[config.mk]
export PLATFORM = sky130hd
export DESIGN_NAME = morse_press_decoder
export DESIGN_NICKNAME = d
export VERILOG_FILES = /design/src/sv/mpd_pkg.sv /design/src/sv/morse_press_decoder.sv /design/src/sv/mpd_collect.sv /design/src/sv/mpd_lookup.sv
export SDC_FILE = /design/constraint.sdc
export NUM_CORES = 1
export LEC_CHECK = 0
export BUFFER_PORTS_ARGS = -buffer_cell sky130_fd_sc_hd__buf_2
export CAP_MARGIN = 20
export CORE_MARGIN = 10
export CORE_UTILIZATION = 50
export DETAILED_ROUTE_END_ITERATION = 6
export GPL_TIMING_DRIVEN = 1
export HOLD_SLACK_MARGIN = 0.12
export PLACE_DENSITY = 0.69
export SYNTH_ARGS = -nofsm -noshare
export SYNTH_HDL_FRONTEND = slang
export SYNTH_SLANG_ARGS = --single-unit
[constraint.sdc]
create_clock -name i_clk -period 4.15 [get_ports i_clk]
set_input_delay 0.83 -clock i_clk [delete_from_list [all_inputs] [get_ports i_clk]]
set_output_delay 0.83 -clock i_clk [all_outputs]
set_load 0.01 [all_outputs]
[src/sv/mpd_pkg.sv]
// ----------------------------------------------------------------------------
// mpd_pkg
// Types, constants and the symbol table of the Morse press decoder.
// ----------------------------------------------------------------------------
package mpd_pkg;

    localparam int PRESS_W   = 16;
    localparam int CODE_W    = 7;
    localparam int COUNT_W   = 4;
    localparam int CFG_IDX_W = 1;

    localparam logic [COUNT_W-1:0] MAX_SYMBOLS = 4'd7;
    localparam logic [COUNT_W-1:0] OVER_COUNT  = 4'd8;

    localparam logic [PRESS_W-1:0] DOT_MIN_RESET = 16'd40;
    localparam logic [PRESS_W-1:0] DOT_MAX_RESET = 16'd170;

    localparam logic [CFG_IDX_W-1:0] CFG_DOT_MIN = 1'b0;
    localparam logic [CFG_IDX_W-1:0] CFG_DOT_MAX = 1'b1;

    typedef struct packed {
        logic [PRESS_W-1:0] press_ms;
        logic               end_of_char;
    } t_in;

    typedef struct packed {
        logic [CODE_W-1:0] char_code;
        logic              found;
    } t_out;

    // symbol i in bit i, dash = 1
    typedef struct packed {
        logic [6:0]         bits;
        logic [COUNT_W-1:0] count;
    } t_pattern;

    function automatic logic [CODE_W-1:0] lookup_code(input t_pattern p);
        logic [CODE_W-1:0] code;
        code = 7'h00;
        case (p.count)
            4'd1: begin
                case (p.bits[0])
                    1'b0: code = 7'h45;
                    1'b1: code = 7'h54;
                    default: code = 7'h00;
                endcase
            end
            4'd2: begin
                case (p.bits[1:0])
                    2'b10: code = 7'h41;
                    2'b00: code = 7'h49;
                    2'b11: code = 7'h4D;
                    2'b01: code = 7'h4E;
                    default: code = 7'h00;
                endcase
            end
            4'd3: begin
                case (p.bits[2:0])
                    3'b001: code = 7'h44;
                    3'b011: code = 7'h47;
                    3'b101: code = 7'h4B;
                    3'b111: code = 7'h4F;
                    3'b010: code = 7'h52;
                    3'b000: code = 7'h53;
                    3'b100: code = 7'h55;
                    3'b110: code = 7'h57;
                    default: code = 7'h00;
                endcase
            end
            4'd4: begin
                case (p.bits[3:0])
                    4'b0001: code = 7'h42;
                    4'b0101: code = 7'h43;
                    4'b0100: code = 7'h46;
                    4'b0000: code = 7'h48;
                    4'b1110: code = 7'h4A;
                    4'b0010: code = 7'h4C;
                    4'b0110: code = 7'h50;
                    4'b1011: code = 7'h51;
                    4'b1000: code = 7'h56;
                    4'b1001: code = 7'h58;
                    4'b1101: code = 7'h59;
                    4'b0011: code = 7'h5A;
                    default: code = 7'h00;
                endcase
            end
            4'd5: begin
                case (p.bits[4:0])
                    5'b11110: code = 7'h31;
                    5'b11100: code = 7'h32;
                    5'b11000: code = 7'h33;
                    5'b10000: code = 7'h34;
                    5'b00000: code = 7'h35;
                    5'b00001: code = 7'h36;
                    5'b00011: code = 7'h37;
                    5'b00111: code = 7'h38;
                    5'b01111: code = 7'h39;
                    5'b11111: code = 7'h30;
                    5'b01001: code = 7'h2F;
                    5'b01101: code = 7'h28;
                    5'b00010: code = 7'h26;
                    5'b10001: code = 7'h3D;
                    5'b01010: code = 7'h2B;
                    default:  code = 7'h00;
                endcase
            end
            4'd6: begin
                case (p.bits[5:0])
                    6'b101010: code = 7'h2E;
                    6'b110011: code = 7'h2C;
                    6'b001100: code = 7'h3F;
                    6'b011110: code = 7'h27;
                    6'b110101: code = 7'h21;
                    6'b101101: code = 7'h29;
                    6'b000111: code = 7'h3A;
                    6'b010101: code = 7'h3B;
                    6'b100001: code = 7'h2D;
                    6'b101100: code = 7'h5F;
                    6'b010010: code = 7'h22;
                    6'b010110: code = 7'h40;
                    default:   code = 7'h00;
                endcase
            end
            4'd7: begin
                case (p.bits)
                    7'b1001000: code = 7'h24;
                    default:    code = 7'h00;
                endcase
            end
            default: code = 7'h00;
        endcase
        return code;
    endfunction

endpackage

[src/sv/morse_press_decoder.sv]
// ----------------------------------------------------------------------------
// morse_press_decoder
// The final press request is held in the input register, then its result in
// the result register. Throughput: one press per cycle unless the result is
// blocked; classify, accumulate and table match sit between those registers.
// Reset: synchronous, active low; clears the pattern and both valid flags, and
// sets the dot thresholds to 40 ms and 170 ms.
// ----------------------------------------------------------------------------
module morse_press_decoder (
    input  logic                           i_clk,
    input  logic                           i_rst_n,
    input  logic                           i_in_valid,
    output logic                           o_in_ready,
    input  mpd_pkg::t_in                   i_in,
    output logic                           o_out_valid,
    input  logic                           i_out_ready,
    output mpd_pkg::t_out                  o_out,
    input  logic                           i_cfg_we,
    input  logic [mpd_pkg::CFG_IDX_W-1:0]  i_cfg_idx,
    input  logic [mpd_pkg::PRESS_W-1:0]    i_cfg_data
);

    logic              r_in_valid;
    mpd_pkg::t_in      r_in;
    logic              r_out_valid;
    mpd_pkg::t_out     r_out;
    logic              proceed;
    logic              in_acc;
    mpd_pkg::t_pattern pattern;
    mpd_pkg::t_out     result;

    assign proceed    = r_in_valid && (!r_in.end_of_char || !r_out_valid || i_out_ready);
    assign o_in_ready = i_rst_n && (!r_in_valid || proceed);
    assign in_acc     = i_in_valid && o_in_ready;

    mpd_collect u_collect (
        .i_clk      (i_clk),
        .i_rst_n    (i_rst_n),
        .i_step     (proceed),
        .i_item     (r_in),
        .i_cfg_we   (i_cfg_we),
        .i_cfg_idx  (i_cfg_idx),
        .i_cfg_data (i_cfg_data),
        .o_pattern  (pattern)
    );

    mpd_lookup u_lookup (
        .i_pattern (pattern),
        .o_result  (result)
    );

    always_ff @(posedge i_clk) begin
        if (!i_rst_n) begin
            r_in_valid  <= 1'b0;
            r_out_valid <= 1'b0;
        end else begin
            if (in_acc) begin
                r_in_valid <= 1'b1;
            end else if (proceed) begin
                r_in_valid <= 1'b0;
            end
            if (proceed && r_in.end_of_char) begin
                r_out_valid <= 1'b1;
            end else if (i_out_ready) begin
                r_out_valid <= 1'b0;
            end
        end
    end

    always_ff @(posedge i_clk) begin
        if (in_acc) begin
            r_in <= i_in;
        end
        if (proceed && r_in.end_of_char) begin
            r_out <= result;
        end
    end

    assign o_out_valid = r_out_valid;
    assign o_out       = r_out;

endmodule

[src/sv/mpd_collect.sv]
// ----------------------------------------------------------------------------
// mpd_collect
// Threshold registers, press classification and pattern accumulation.
// ----------------------------------------------------------------------------
module mpd_collect (
    input  logic                           i_clk,
    input  logic                           i_rst_n,
    input  logic                           i_step,
    input  mpd_pkg::t_in                   i_item,
    input  logic                           i_cfg_we,
    input  logic [mpd_pkg::CFG_IDX_W-1:0]  i_cfg_idx,
    input  logic [mpd_pkg::PRESS_W-1:0]    i_cfg_data,
    output mpd_pkg::t_pattern              o_pattern
);

    logic [mpd_pkg::PRESS_W-1:0] r_dot_min;
    logic [mpd_pkg::PRESS_W-1:0] r_dot_max;
    logic [6:0]                  r_bits;
    logic [mpd_pkg::COUNT_W-1:0] r_count;
    logic                        r_closed;

    logic [6:0]                  upd_bits;
    logic [mpd_pkg::COUNT_W-1:0] upd_count;
    logic                        upd_closed;
    logic [6:0]                  n_bits;
    logic [mpd_pkg::COUNT_W-1:0] n_count;
    logic                        n_closed;
    logic                        is_dot;
    logic                        is_dash;

    always_comb begin
        is_dot     = (i_item.press_ms >= r_dot_min) && (i_item.press_ms <= r_dot_max);
        is_dash    = i_item.press_ms > r_dot_max;
        upd_bits   = r_bits;
        upd_count  = r_count;
        upd_closed = r_closed;
        if (!r_closed) begin
            if (is_dot || is_dash) begin
                if (r_count < mpd_pkg::MAX_SYMBOLS) begin
                    if (is_dash) begin
                        upd_bits[r_count[2:0]] = 1'b1;
                    end
                    upd_count = r_count + 4'd1;
                end else begin
                    upd_count = mpd_pkg::OVER_COUNT;
                end
            end else begin
                upd_closed = 1'b1;
            end
        end
        o_pattern.bits  = upd_bits;
        o_pattern.count = upd_count;
    end

    always_comb begin
        n_bits   = r_bits;
        n_count  = r_count;
        n_closed = r_closed;
        if (i_step) begin
            if (i_item.end_of_char) begin
                n_bits   = '0;
                n_count  = '0;
                n_closed = 1'b0;
            end else begin
                n_bits   = upd_bits;
                n_count  = upd_count;
                n_closed = upd_closed;
            end
        end
    end

    always_ff @(posedge i_clk) begin
        if (!i_rst_n) begin
            r_dot_min <= mpd_pkg::DOT_MIN_RESET;
            r_dot_max <= mpd_pkg::DOT_MAX_RESET;
            r_bits    <= '0;
            r_count   <= '0;
            r_closed  <= 1'b0;
        end else begin
            r_bits   <= n_bits;
            r_count  <= n_count;
            r_closed <= n_closed;
            if (i_cfg_we) begin
                case (i_cfg_idx)
                    mpd_pkg::CFG_DOT_MIN: r_dot_min <= i_cfg_data;
                    mpd_pkg::CFG_DOT_MAX: r_dot_max <= i_cfg_data;
                    default: ;
                endcase
            end
        end
    end

endmodule

[src/sv/mpd_lookup.sv]
// ----------------------------------------------------------------------------
// mpd_lookup
// Matches a finished pattern against the symbol table.
// ----------------------------------------------------------------------------
module mpd_lookup (
    input  mpd_pkg::t_pattern i_pattern,
    output mpd_pkg::t_out     o_result
);

    logic [mpd_pkg::CODE_W-1:0] code;

    always_comb begin
        code               = mpd_pkg::lookup_code(i_pattern);
        o_result.char_code = code;
        o_result.found     = code != '0;
    end

endmodule

# Yosys cells after proc, flatten, opt, wreduce, memory -nomap -nowiden
# Memories as Yosys holds them, arrays and structs flattened.
# Cells that the tools add are included.
# totals
rom_bits	328
memories	3
regBits	71
# mem_list
name	words	word_bits	read_ports	rd_clocked_by_memory_dff	write_ports	line	source
(no name shown)	32	6	1	0	0	mpd_pkg.sv:88	case (p.bits[4:0])
(no name shown)	16	6	1	0	0	mpd_pkg.sv:71	case (p.bits[3:0])
(no name shown)	8	5	1	0	0	mpd_pkg.sv:58	case (p.bits[2:0])
# classes
order_cmp	6
addsub	1
eq_ne	23
n_reduce_logical	19
bitwise_logic	3
n_mux	23
# op_table
cell	count
7-bit one-hot mux with 12 select lines	1
7-bit one-hot mux with 7 select lines	1
6-bit equality test (second input constant)	6
7-bit 2-to-1 mux	5
7-bit one-hot mux with 4 select lines	1
6-bit by 5-bit equality test with 1-bit output (second input constant)	4
4-bit by 3-bit equality test with 1-bit output (second input constant)	4
16-bit greater-or-equal comparator	1
16-bit greater-than comparator	1
16-bit <= comparator	1
4-bit 2-to-1 mux	4
7-bit one-hot mux with 2 select lines	1
4-bit by 2-bit equality test with 1-bit output (second input constant)	2
1-bit 2-to-1 mux	8
7-bit equality test (second input constant)	1
7-bit bitwise OR	1
7-bit nonzero test	1
6-bit by 3-bit equality test with 1-bit output (second input constant)	1
6-bit by 4-bit equality test with 1-bit output (second input constant)	1
1-bit logical AND	6
6-bit 2-to-1 mux	1
4-bit by 1-bit adder with 4-bit output (second input constant)	1
2-bit equality test (second input constant)	2
4-bit by 1-bit equality test with 1-bit output (second input constant)	1
other kinds (11)	19

# Logic depth before layout (Yosys ltp)
# Gate-level depths: netlist of the first run.
# logic_depth
ltp_word	13
ltp_mapped	17
mapped_depth_nobuf	16

# By module
# Synthesis of the first run repeated with hierarchy kept, for this count alone.
# unflattened
hier_cells	529
area_unflattened_um2	4626.9
# by_module_without_submodules
mod	cells_per_inst	area_per_inst_um2	instances	seq_area_each_um2
mpd_collect	332	2650.0	1	880.8
mpd_lookup	160	1118.6	1	0.0
morse_press_decoder	37	858.3	1	790.8

# Least setup slack after synthesis of the first run
# OpenSTA, ideal clock, no wires.
# synth_timing
path_type	register to register
startpoint	register r_in[12] in the netlist's numbering
endpoint	register r_out, in the netlist o_out[0], data pin
path_buffers	2
path_slack_ns	0.479
required_time_ns	3.885
path_stages_with_launch	17
arrival_ns	3.406
setup_time_ns	0.265
synth_period_minus_slack_ns	3.671
cell_sequence	edfxtp_1 > ha_1 > nand4_1 > nor4_2 > a21boi_2 > o31a_4 > buf_8 > a31oi_1 > inv_1 > ha_1 > clkbuf_1 > a21oi_1 > a311o_1 > nand4_1 > a211o_1 > nor3_2 > nand3_1
# synth_rtl
item	line	source
start: declaration	morse_press_decoder.sv:24	mpd_pkg::t_in r_in;
start signal: assignment	morse_press_decoder.sv:72	r_in <= i_in;
end signal: assignment	morse_press_decoder.sv:75	r_out <= result;
end: declaration	morse_press_decoder.sv:26	mpd_pkg::t_out r_out;

==> impl_metrics.csv, run 1 <==
group,metric,value,unit
placement,dp_hpwl,9.28,mm
timing,skew,19.2,ps
drt,vias,4238,
yosys,synth_ff_type,"dfxtp_1",
drt,wire_per_inst,17.3,um
timing,fmax,256,MHz
timing,setup_viol,0,
power,finalPower,1690,uW
timing,rsz0062_at_grt,"false",
flow_run,drv_cap,0,
clocking,clock_latency,350,ps
power,p_int,1210,uW
critical_path,crit_required,4240,ps
drt,drt-met1-wl,5.93,mm
yosys,synth_cells,550,
min_path,hold_depth,2,
final_layout,fin_nets,667,
yosys,ys_async_sr_fraction,0,%
critical_path,path_class,"reg -> reg",
final_layout,area_delta_synth_final,11.7,%
critical_path,cp.arrival,4000,ps
clocking,clk_pin_slew,90,ps
power,p_clk_share,37.5,%
timing,setup_tns,0,ps
grt,grt_pass1_vias,4027,
drt,via_per_inst,5.87,
power,vdd_drop_max,0.168,mV
critical_path,r2r_cells,14,
drt,drcViolationCount,0,
final_layout,drive_above_1_share,17.9,%
clocking,clock_sinks,71,
yosys,synth_area_per_cell,8.68,um2
yosys,synth_top_area_share,19.3,%
timing,fin_ws,247,ps
clocking,ctsHoldBuffers,0,
floorplanning,die_h,118,um
yosys,ys_warn_count,0,
grt,grt_overflow,0,
status,status,"finished, final reports clean",
placement,portBuffers,48,
drt,dr.max_layer_used,"met4",
yosys,ys_seq_elements,71,
power,pwr-share-seq,45.4,%
placement,dp.cells,706,
power,switching_power,478,uW
timing,timing.slew.headroom,42.0,%
floorplanning,rows,35,
final_layout,mostFrequentLayoutCell,"nand2_1",
final_layout,antenna_cells,0,
placement,place.gp.congestion,0.975,
timing,finalMaxSlewViolations,0,
final_layout,final_cell_mix,"nand2_1 (93), buf_2 (48), dfxtp_1 (46)",
timing,hold_ws,466,ps
power,sw_frac_of_total,28.3,%
grt,antenna_found_initial,0,
grt,grt_pass1_wl,20.4,mm
clocking,cts_root_buf,"clkbuf_8",
drt,route.met3.wl,735,um
floorplanning,coreArea,0.00928,mm2
drt,first_pass_iters,5,
yosys,synth_edf_count,25,
yosys,ys_types,76,
critical_path,crit_fanout,14,
power,cellLeakagePower,0.00213,uW
grt,grt_max_degree,37,
drt,wl_met2,5.59,mm
timing,finalCritPeriodShare,94.1,%
drt,ant_nets,0,
clocking,clockBufferDepth,2,
yosys,ys_seq_area_share,35.0,%
floorplanning,die_x,118,um
timing,worst_pin_slew,870,ps
grt,grtUsageTotal,17.5,%
floorplanning,io_pins,49,
clocking,cts_setup_buffers,0,
min_path,min_path_type,"reg -> reg",
yosys,synth_nets,629,
yosys,synth_top_area_cell,"dfxtp_1",
clocking,cts_made_buffers,9,
power,power_frac_comb,17.1,%
critical_path,crit_path_start_kind,"flip-flop",
power,p_per_area,316,mW/mm2
floorplanning,start_util,51.4,%
clocking,h-tree-depth,3,
floorplanning,dieArea,0.0139,mm2
drt,drt_iter0_drc,428,
critical_path,end_kind,"flip-flop",
placement,dp_slack,157,ps
drt,wl,12.5,mm
yosys,syn_area,0.00477,mm2
yosys,synth_area_leaders,"dfxtp_1 (19%), edfxtp_1 (16%), ha_1 (10%)",
timing,period_minus_slack,3900,ps
timing,hold_violations,0,
clocking,cts_tree,"done",
final_layout,layout.cells.non_filler,722,
## critical path, stage by stage (launching register included)
cell and delay, ps:
edfxtp_1 430, ha_1 360, nand4_2 160, nor4_2 340, a21boi_2 250, o31a_4 280
a31oi_2 220, ha_1 380, buf_4 210, mux2i_1 120, o22ai_1 120, a31oi_1 210
nand4b_1 160, nor4b_2 320, nand3_1 100
## routing by layer
| metal | GRT usage (%) | vias up |
|---|---|---|
| li1 | - | 2074 |
| met1 | 24.3 | 1987 |
| met2 | 26.8 | 155 |
| met3 | 3.55 | 22 |
| met4 | 5.33 | 0 |
| met5 | 0 | - |
## synth_stat cells (9+ instances only)
cell,n
a21boi_0,28
a21oi_1,25
clkbuf_1,19
dfxtp_1,46
edfxtp_1,25
ha_1,40
inv_1,39
mux2i_1,10
nand2_1,93
nand3_1,21
nor2_1,29
nor3_1,13
o211ai_1,9
o21ai_0,10
## sequential cells by signal, summed over array words and instances, names as in the netlist
name / cells
r_in: 17
u_collect.r_dot_max: 16
u_collect.r_dot_min: 16
o_out: 8
u_collect.r_bits: 7
u_collect.r_count: 4
o_out_valid: 1
r_in_valid: 1
u_collect.r_closed: 1
## per-stage QoR
| stage | utilization (%) | instance area (um2) |
|---|---|---|
| final | 57.4 | 5330 |
| after global placement | 54.9 | 5090 |
| after detailed placement | 54.9 | 5090 |
| after global routing | 57.4 | 5330 |
| after floorplan | - | 4770 |
| after CTS | 57.3 | 5320 |
## path summary, 6_finish.rpt
path	from	slack, ps	to
setup reg to reg	r_in[16]$_DFFE_PP_	250	o_out[0]$_DFFE_PP_
hold reg to reg	u_collect.r_dot_max[6]$_SDFFE_PN0P_	470	u_collect.r_dot_max[6]$_SDFFE_PN0P_
setup / recovery	r_in[16]$_DFFE_PP_	250	o_out[0]$_DFFE_PP_
hold / removal	u_collect.r_dot_max[6]$_SDFFE_PN0P_	470	u_collect.r_dot_max[6]$_SDFFE_PN0P_
## power groups by stage
stage	registers, uW	clock network (uW)	logic, uW
global route	768	670	318
floorplan	778	0	199
global placement	780	0	278
detailed placement	781	0	282
CTS	765	643	284
finish	765	633	288
## cell type report
class	count	area, um2
clock inverters	6	93.8
fillers	840	3950
clock buffers	10	128
inverters	40	150
well taps	129	161
multi-input cells	406	2800
repair buffers	60	330
flip-flops and latches	71	1670
## logic make-up (layout without fill, tap and decap cells)
kind of cell             count (synthesis)  in the layout  share of synthesized area, %
AND/OR/NAND/NOR                        201            201                          19.9
AO/OA/AOI/OAI                          154            154                          25.4
buffers and inverters                   73            116                          6.73
flip-flops                              71             71                          35.0
adder cells (fa/ha/maj)                 40             40                          10.5
multiplexers                            10             10                          2.10
XOR/XNOR                                 1              1                         0.341
## what timing repair did
action,in CTS,in global routing
hold endpoints to repair,0,0
setup endpoints to repair,0,1
gates resized for setup,0,2
Power figures use the tool's default switching activity.
==> run 2, diff against run 1 <==
--- a/config.mk
+++ b/config.mk
@@ -13,6 +13,7 @@
 export GPL_TIMING_DRIVEN = 1
 export HOLD_SLACK_MARGIN = 0.12
 export PLACE_DENSITY = 0.69
+export RECOVER_POWER = 100
 export SYNTH_ARGS = -nofsm -noshare
 export SYNTH_HDL_FRONTEND = slang
 export SYNTH_SLANG_ARGS = --single-unit
==> run 2 against run 1 <==
  * Wire length barely moved
  * Via count increased by 0.14%
  * Non-clock buffer count unchanged
  * Worst hold slack better by 1.7 ps
  * Register-to-register slack worse by 40 ps
  * Critical path type unchanged
==> impl_metrics.csv, run 2 (synthesized netlist as in run 1, its figures left out) <==
group,metric,value,unit
status,status,"finished, final reports clean",
grt,grt_max_degree,37,
timing,setup_viol,0,
drt,wire_per_inst,17.3,um
timing,fmax,254,MHz
clocking,ctsHoldBuffers,0,
clocking,clock_sinks,71,
min_path,hold_start,"u_collect.r_dot_min[14]$_SDFFE_PN0P_",
final_layout,mostFrequentLayoutCell,"nand2_1",
timing,timing.slew.headroom,18.6,%
floorplanning,io_pins,49,
final_layout,drive_above_1_share,15.2,%
critical_path,crit_fanout,6,
drt,vias,4244,
power,vdd_drop_max,0.168,mV
power,p_per_area,317,mW/mm2
clocking,clk_pin_slew,80,ps
final_layout,postLayoutCoreUtil,57.1,%
critical_path,cp-startpoint,"r_in[16]$_DFFE_PP_",
placement,dp.cells,706,
final_layout,final_cell_mix,"nand2_1 (93), dfxtp_1 (46), inv_1 (40), ha_1 (40), buf_2 (37)",
drt,drt_iter0_drc,384,
placement,dp_hpwl,9.28,mm
final_layout,layout.cells.non_filler,722,
critical_path,crit_path_start_kind,"flip-flop",
timing,hold_violations,0,
critical_path,cp.arrival,4040,ps
timing,setup_tns,0,ps
final_layout,antenna_cells,0,
drt,ant_nets,0,
final_layout,largest_reg_flops,17,
timing,worst_pin_slew,1220,ps
clocking,cts_root_buf,"clkbuf_8",
grt,grt_overflow,0,
power,cellLeakagePower,0.00209,uW
timing,fin_ws,209,ps
final_layout,fin_nets,667,
floorplanning,coreArea,0.00928,mm2
final_layout,top_register,"r_in",
floorplanning,start_util,51.4,%
grt,antenna_found_initial,0,
placement,dp_slack,157,ps
critical_path,crit_required,4240,ps
clocking,clock_latency,350,ps
timing,skew,17.9,ps
min_path,min_path_type,"reg -> reg",
clocking,h-tree-depth,3,
flow_run,drv_cap,0,
timing,finalMaxSlewViolations,0,
timing,period_minus_slack,3940,ps
floorplanning,die_x,118,um
placement,place.gp.congestion,0.975,
min_path,hold_depth,2,
drt,drcViolationCount,0,
drt,via_per_inst,5.88,
critical_path,end_kind,"flip-flop",
timing,rsz0062_at_grt,"false",
critical_path,path_class,"reg -> reg",
clocking,cts_resized,0,
clocking,cts_tree,"done",
timing,finalCritPeriodShare,95.0,%
placement,portBuffers,48,
floorplanning,rows,35,
critical_path,r2r-start,"r_in[16]$_DFFE_PP_",
final_layout,largestRegisters,"r_in x17, u_collect.r_dot_max x16, u_collect.r_dot_min x16",
grt,grt_pass1_wl,20.4,mm
clocking,clockBufferDepth,2,
final_layout,area_delta_synth_final,11.0,%
power,finalPower,1680,uW
floorplanning,die_h,118,um
grt,grt_pass1_vias,4027,
clocking,cts_made_buffers,9,
floorplanning,dieArea,0.0139,mm2
drt,wl,12.5,mm
drt,first_pass_iters,5,
grt,grtUsageTotal,17.5,%
clocking,cts_setup_buffers,0,
critical_path,r2r_cells,14,
## run 2: changes by cell type in the layout (fill, tap and decap cells not counted)
| cell | change |
|---|---|
| and2_1 | -3 |
| a21oi_1 | +1 |
| inv_1 | +1 |
| a31oi_1 | +1 |
| a31oi_2 | -1 |
| buf_2 | -11 |
| a21oi_2 | -1 |
| and2_0 | +3 |
| inv_2 | -1 |
| buf_4 | -2 |
| clkbuf_1 | +13 |
## run 2: area by class of cell
type,instances,area (um2)
Inverter,40,150
Tap cell,129,161
Clock buffer,10,128
Sequential cell,71,1670
Clock inverter,6,93.8
Multi-Input combinational cell,406,2790
Fill cell,856,3980
Timing Repair Buffer,60,309
## run 2: path summary, 6_finish.rpt
path	end	slack (ps)
worst min-delay path	u_collect.r_dot_min[14]$_SDFFE_PN0P_	470
worst min register to register	u_collect.r_dot_min[14]$_SDFFE_PN0P_	470
worst max-delay path	o_out[0]$_DFFE_PP_	210
worst max register to register	o_out[0]$_DFFE_PP_	210
## run 2: worst max-delay path, cell delays in order, from the launching register on
cell      delay, ps
edfxtp_1        430
ha_1            360
nand4_2         160
nor4_2          340
a21boi_2        250
o31ai_1         110
buf_4           170
a21oi_1         220
clkbuf_1        340
mux2i_1         390
o32ai_1         130
a31oi_1         210
nand4b_1        160
nor4b_2         320
nand3_1         100
## run 2: per-layer routing
metal | routed length, um | GRT usage, % | up-vias
met4 | 240 | 5.33 | 0
met2 | 5530 | 26.8 | 163
met3 | 665 | 3.55 | 25
met1 | 6040 | 24.3 | 1982
li1 | - | - | 2074
met5 | 0 | 0 | -
## run 2: power by group
group	total (uW)	switching, uW	internal [uW]
Combinational	285	172	113
Clock	632	289	343
Sequential	765	15.6	750
## run 2: per-stage QoR
step | hold WS (ps) | area (um2)
4_1_cts | 470 | 5320
2_1_floorplan | 438 | 4770
3_5_place_dp | 458 | 5090
6_report | 467 | 5300
5_1_grt | 490 | 5300
3_3_place_gp | 450 | 5090
==> run 3, diff against run 2 <==
--- a/config.mk
+++ b/config.mk
@@ -14,6 +14,7 @@
 export HOLD_SLACK_MARGIN = 0.12
 export PLACE_DENSITY = 0.69
 export RECOVER_POWER = 100
+export SETUP_SLACK_MARGIN = 0.3
 export SYNTH_ARGS = -nofsm -noshare
 export SYNTH_HDL_FRONTEND = slang
 export SYNTH_SLANG_ARGS = --single-unit
==> run 3 against run 2 <==
  * Wire length is 2.0% higher
  * First-iteration DRC count is 18% higher
  * Clock skew is 0.79 ps higher
  * Via count is 0.94% higher
  * Cell count is 1.5% higher
  * Non-clock buffer count is 11 higher
  * Utilization is 1.2 points higher
  * Total power is 0.89% higher
  * Setup slack better by 79 ps
  * Die area stayed put
  * Clock power hardly changed
  * Combinational power is 5% higher
==> impl_metrics.csv, run 3 (synthesized netlist as in run 1, its figures left out) <==
group,metric,value,unit
status,status,"finished, final reports clean",
drt,first_pass_iters,6,
clocking,ctsHoldBuffers,0,
drt,drcViolationCount,0,
final_layout,largestRegisters,"r_in x17, u_collect.r_dot_max x16, u_collect.r_dot_min x16",
drt,wire_per_inst,17.4,um
placement,dp_hpwl,9.28,mm
final_layout,seqCellArea,0.00167,mm2
power,p_per_area,314,mW/mm2
power,vdd_drop_max,0.168,mV
final_layout,fin_nets,678,
power,sw_frac_of_total,28.4,%
drt,via_per_inst,5.84,
critical_path,r2r_setup_slack,290,ps
critical_path,crit_fanout,10,
timing,finalCritPeriodShare,93.1,%
clocking,clk_pin_slew,90,ps
final_layout,largest_reg_flops,17,
final_layout,final_cell_mix,"nand2_1 (93), dfxtp_1 (46), inv_1 (39)",
floorplanning,rows,35,
grt,grt_overflow,0,
final_layout,top_register,"r_in",
clocking,clock_sinks,71,
drt,drt_iter0_drc,453,
floorplanning,start_util,51.4,%
drt,ant_nets,0,
critical_path,r2r-start,"r_in[16]$_DFFE_PP_",
power,finalPower,1700,uW
critical_path,slowest_stage,"edfxtp_1",
final_layout,drive_above_1_share,17.1,%
power,power_frac_comb,17.6,%
critical_path,end_kind,"flip-flop",
clocking,h-tree-depth,3,
clocking,cts_tree,"done",
critical_path,critical_path.top_delay_family,"compound AO/OA/AOI/OAI gates",
critical_path,worst-path-buf-inv,2,
timing,skew,18.7,ps
critical_path,rr_endpoint,"o_out[0]$_DFFE_PP_",
final_layout,fin_area,0.00541,mm2
timing,hold_violations,0,
floorplanning,io_pins,49,
critical_path,cp.arrival,4080,ps
critical_path,crit_chain,"ha_1 > a21oi_1 > o21ai_1 > a21o_1 > o31a_4 > buf_4 > a31oi_2 > clkbuf_1 > nand2_1 > a311o_1 > a211o_1 > o2111ai_1 > nor3_2 > nand3_1",
final_layout,mostFrequentLayoutCell,"nand2_1",
min_path,hold_depth,2,
grt,grt_pass1_wl,20.6,mm
grt,antenna_found_initial,0,
drt,vias,4284,
min_path,min_path_type,"reg -> reg",
critical_path,path_class,"reg -> reg",
clocking,cts_root_buf,"clkbuf_8",
floorplanning,die_x,118,um
timing,timing.slew.headroom,20.8,%
power,p_clk_share,37.3,%
placement,place.gp.congestion,0.975,
critical_path,cp_slowest_stage_delay,430,ps
power,switching_power,482,uW
drt,wl,12.7,mm
grt,grt_pass1_vias,4052,
timing,fmax,259,MHz
timing,worst_pin_slew,1190,ps
final_layout,fillers,856,
final_layout,antenna_cells,0,
timing,finalMaxSlewViolations,0,
final_layout,multi_input_area,0.00280,mm2
clocking,clockBufferDepth,2,
placement,portBuffers,48,
clocking,cts_made_buffers,9,
timing,setup_tns,0,ps
power,cellLeakagePower,0.00214,uW
timing,period_minus_slack,3860,ps
timing,rsz0062_at_grt,"false",
power,pwr-share-seq,45.1,%
placement,placed_area,0.00509,mm2
floorplanning,die_h,118,um
critical_path,crit_required,4370,ps
grt,grtUsageTotal,17.7,%
power,p_int,1210,uW
timing,setup_viol,0,
floorplanning,dieArea,0.0139,mm2
grt,grt_max_degree,37,
min_path,hold_start,"u_collect.r_dot_max[6]$_SDFFE_PN0P_",
floorplanning,coreArea,0.00928,mm2
final_layout,area_delta_synth_final,13.3,%
min_path,hold-path-endpoint,"u_collect.r_dot_max[6]$_SDFFE_PN0P_",
critical_path,crit_path_start_kind,"flip-flop",
critical_path,r2r_cells,14,
flow_run,drv_cap,0,
clocking,clock_latency,350,ps
-- run 3: final cells by class --
cell class / instances / area share (%)
timing repair buffer: 71 / 7.40
multi-input combinational: 406 / 51.8
clock buffer: 10 / 2.36
tap: 129 / 2.98
sequential: 71 / 30.9
inverter: 40 / 2.78
clock inverter: 6 / 1.73
-- run 3: worst register-to-register path: stages, from the launching register on --
cell	delay, ps
edfxtp_1	430
ha_1	360
a21oi_1	150
o21ai_1	120
a21o_1	200
o31a_4	390
buf_4	190
a31oi_2	290
clkbuf_1	430
nand2_1	140
a311o_1	410
a211o_1	290
o2111ai_1	190
nor3_2	60
nand3_1	80
-- run 3: power groups by stage --
| stage | combinational (uW) | clock [uW] | sequential, uW |
|---|---|---|---|
| after global routing | 327 | 670 | 768 |
| after floorplan | 199 | 0 | 778 |
| after CTS | 296 | 643 | 765 |
| after global placement | 278 | 0 | 780 |
| after detailed placement | 282 | 0 | 781 |
| final | 298 | 633 | 765 |
-- run 3: stage by stage --
stage	hold WS, ps	util, %	instances	worst slack, ps
finish	466	58.3	733	288
global route	490	58.3	733	175
CTS	470	57.9	725	379
detailed placement	458	54.9	706	157
global placement	450	54.9	706	180
floorplan	438	-	550	479
-- run 3: worst max-delay path by stage --
stage / start / to / slack (ps) / cells after the start
2_1_floorplan: r_in[12]$_DFFE_PP_ / o_out[0]$_DFFE_PP_ / 480 / 16
3_3_place_gp: r_in[12]$_DFFE_PP_ / o_out[0]$_DFFE_PP_ / 180 / 14
3_5_place_dp: r_in[14]$_DFFE_PP_ / o_out[0]$_DFFE_PP_ / 160 / 14
4_1_cts: r_in[16]$_DFFE_PP_ / o_out[0]$_DFFE_PP_ / 380 / 13
5_1_grt: r_in[6]$_DFFE_PP_ / o_out[0]$_DFFE_PP_ / 180 / 14
6_report: r_in[16]$_DFFE_PP_ / o_out[0]$_DFFE_PP_ / 290 / 14
-- run 3: repair_timing --
action                                  4_1_cts  5_1_grt
pin swaps                                     1        5
gates resized for setup                       4        7
setup buffers                                 3        8
endpoints found under the setup margin        2        3
-- run 3: layer usage --
layer / GRT usage, % / part of all wire [%] / vias up
li1: - / - / 2095
met1: 24.4 / 47 / 2007
met2: 27.4 / 45 / 159
met3: 3.55 / 6.0 / 23
met4: 5.02 / 1.7 / 0
met5: 0 / 0 / -
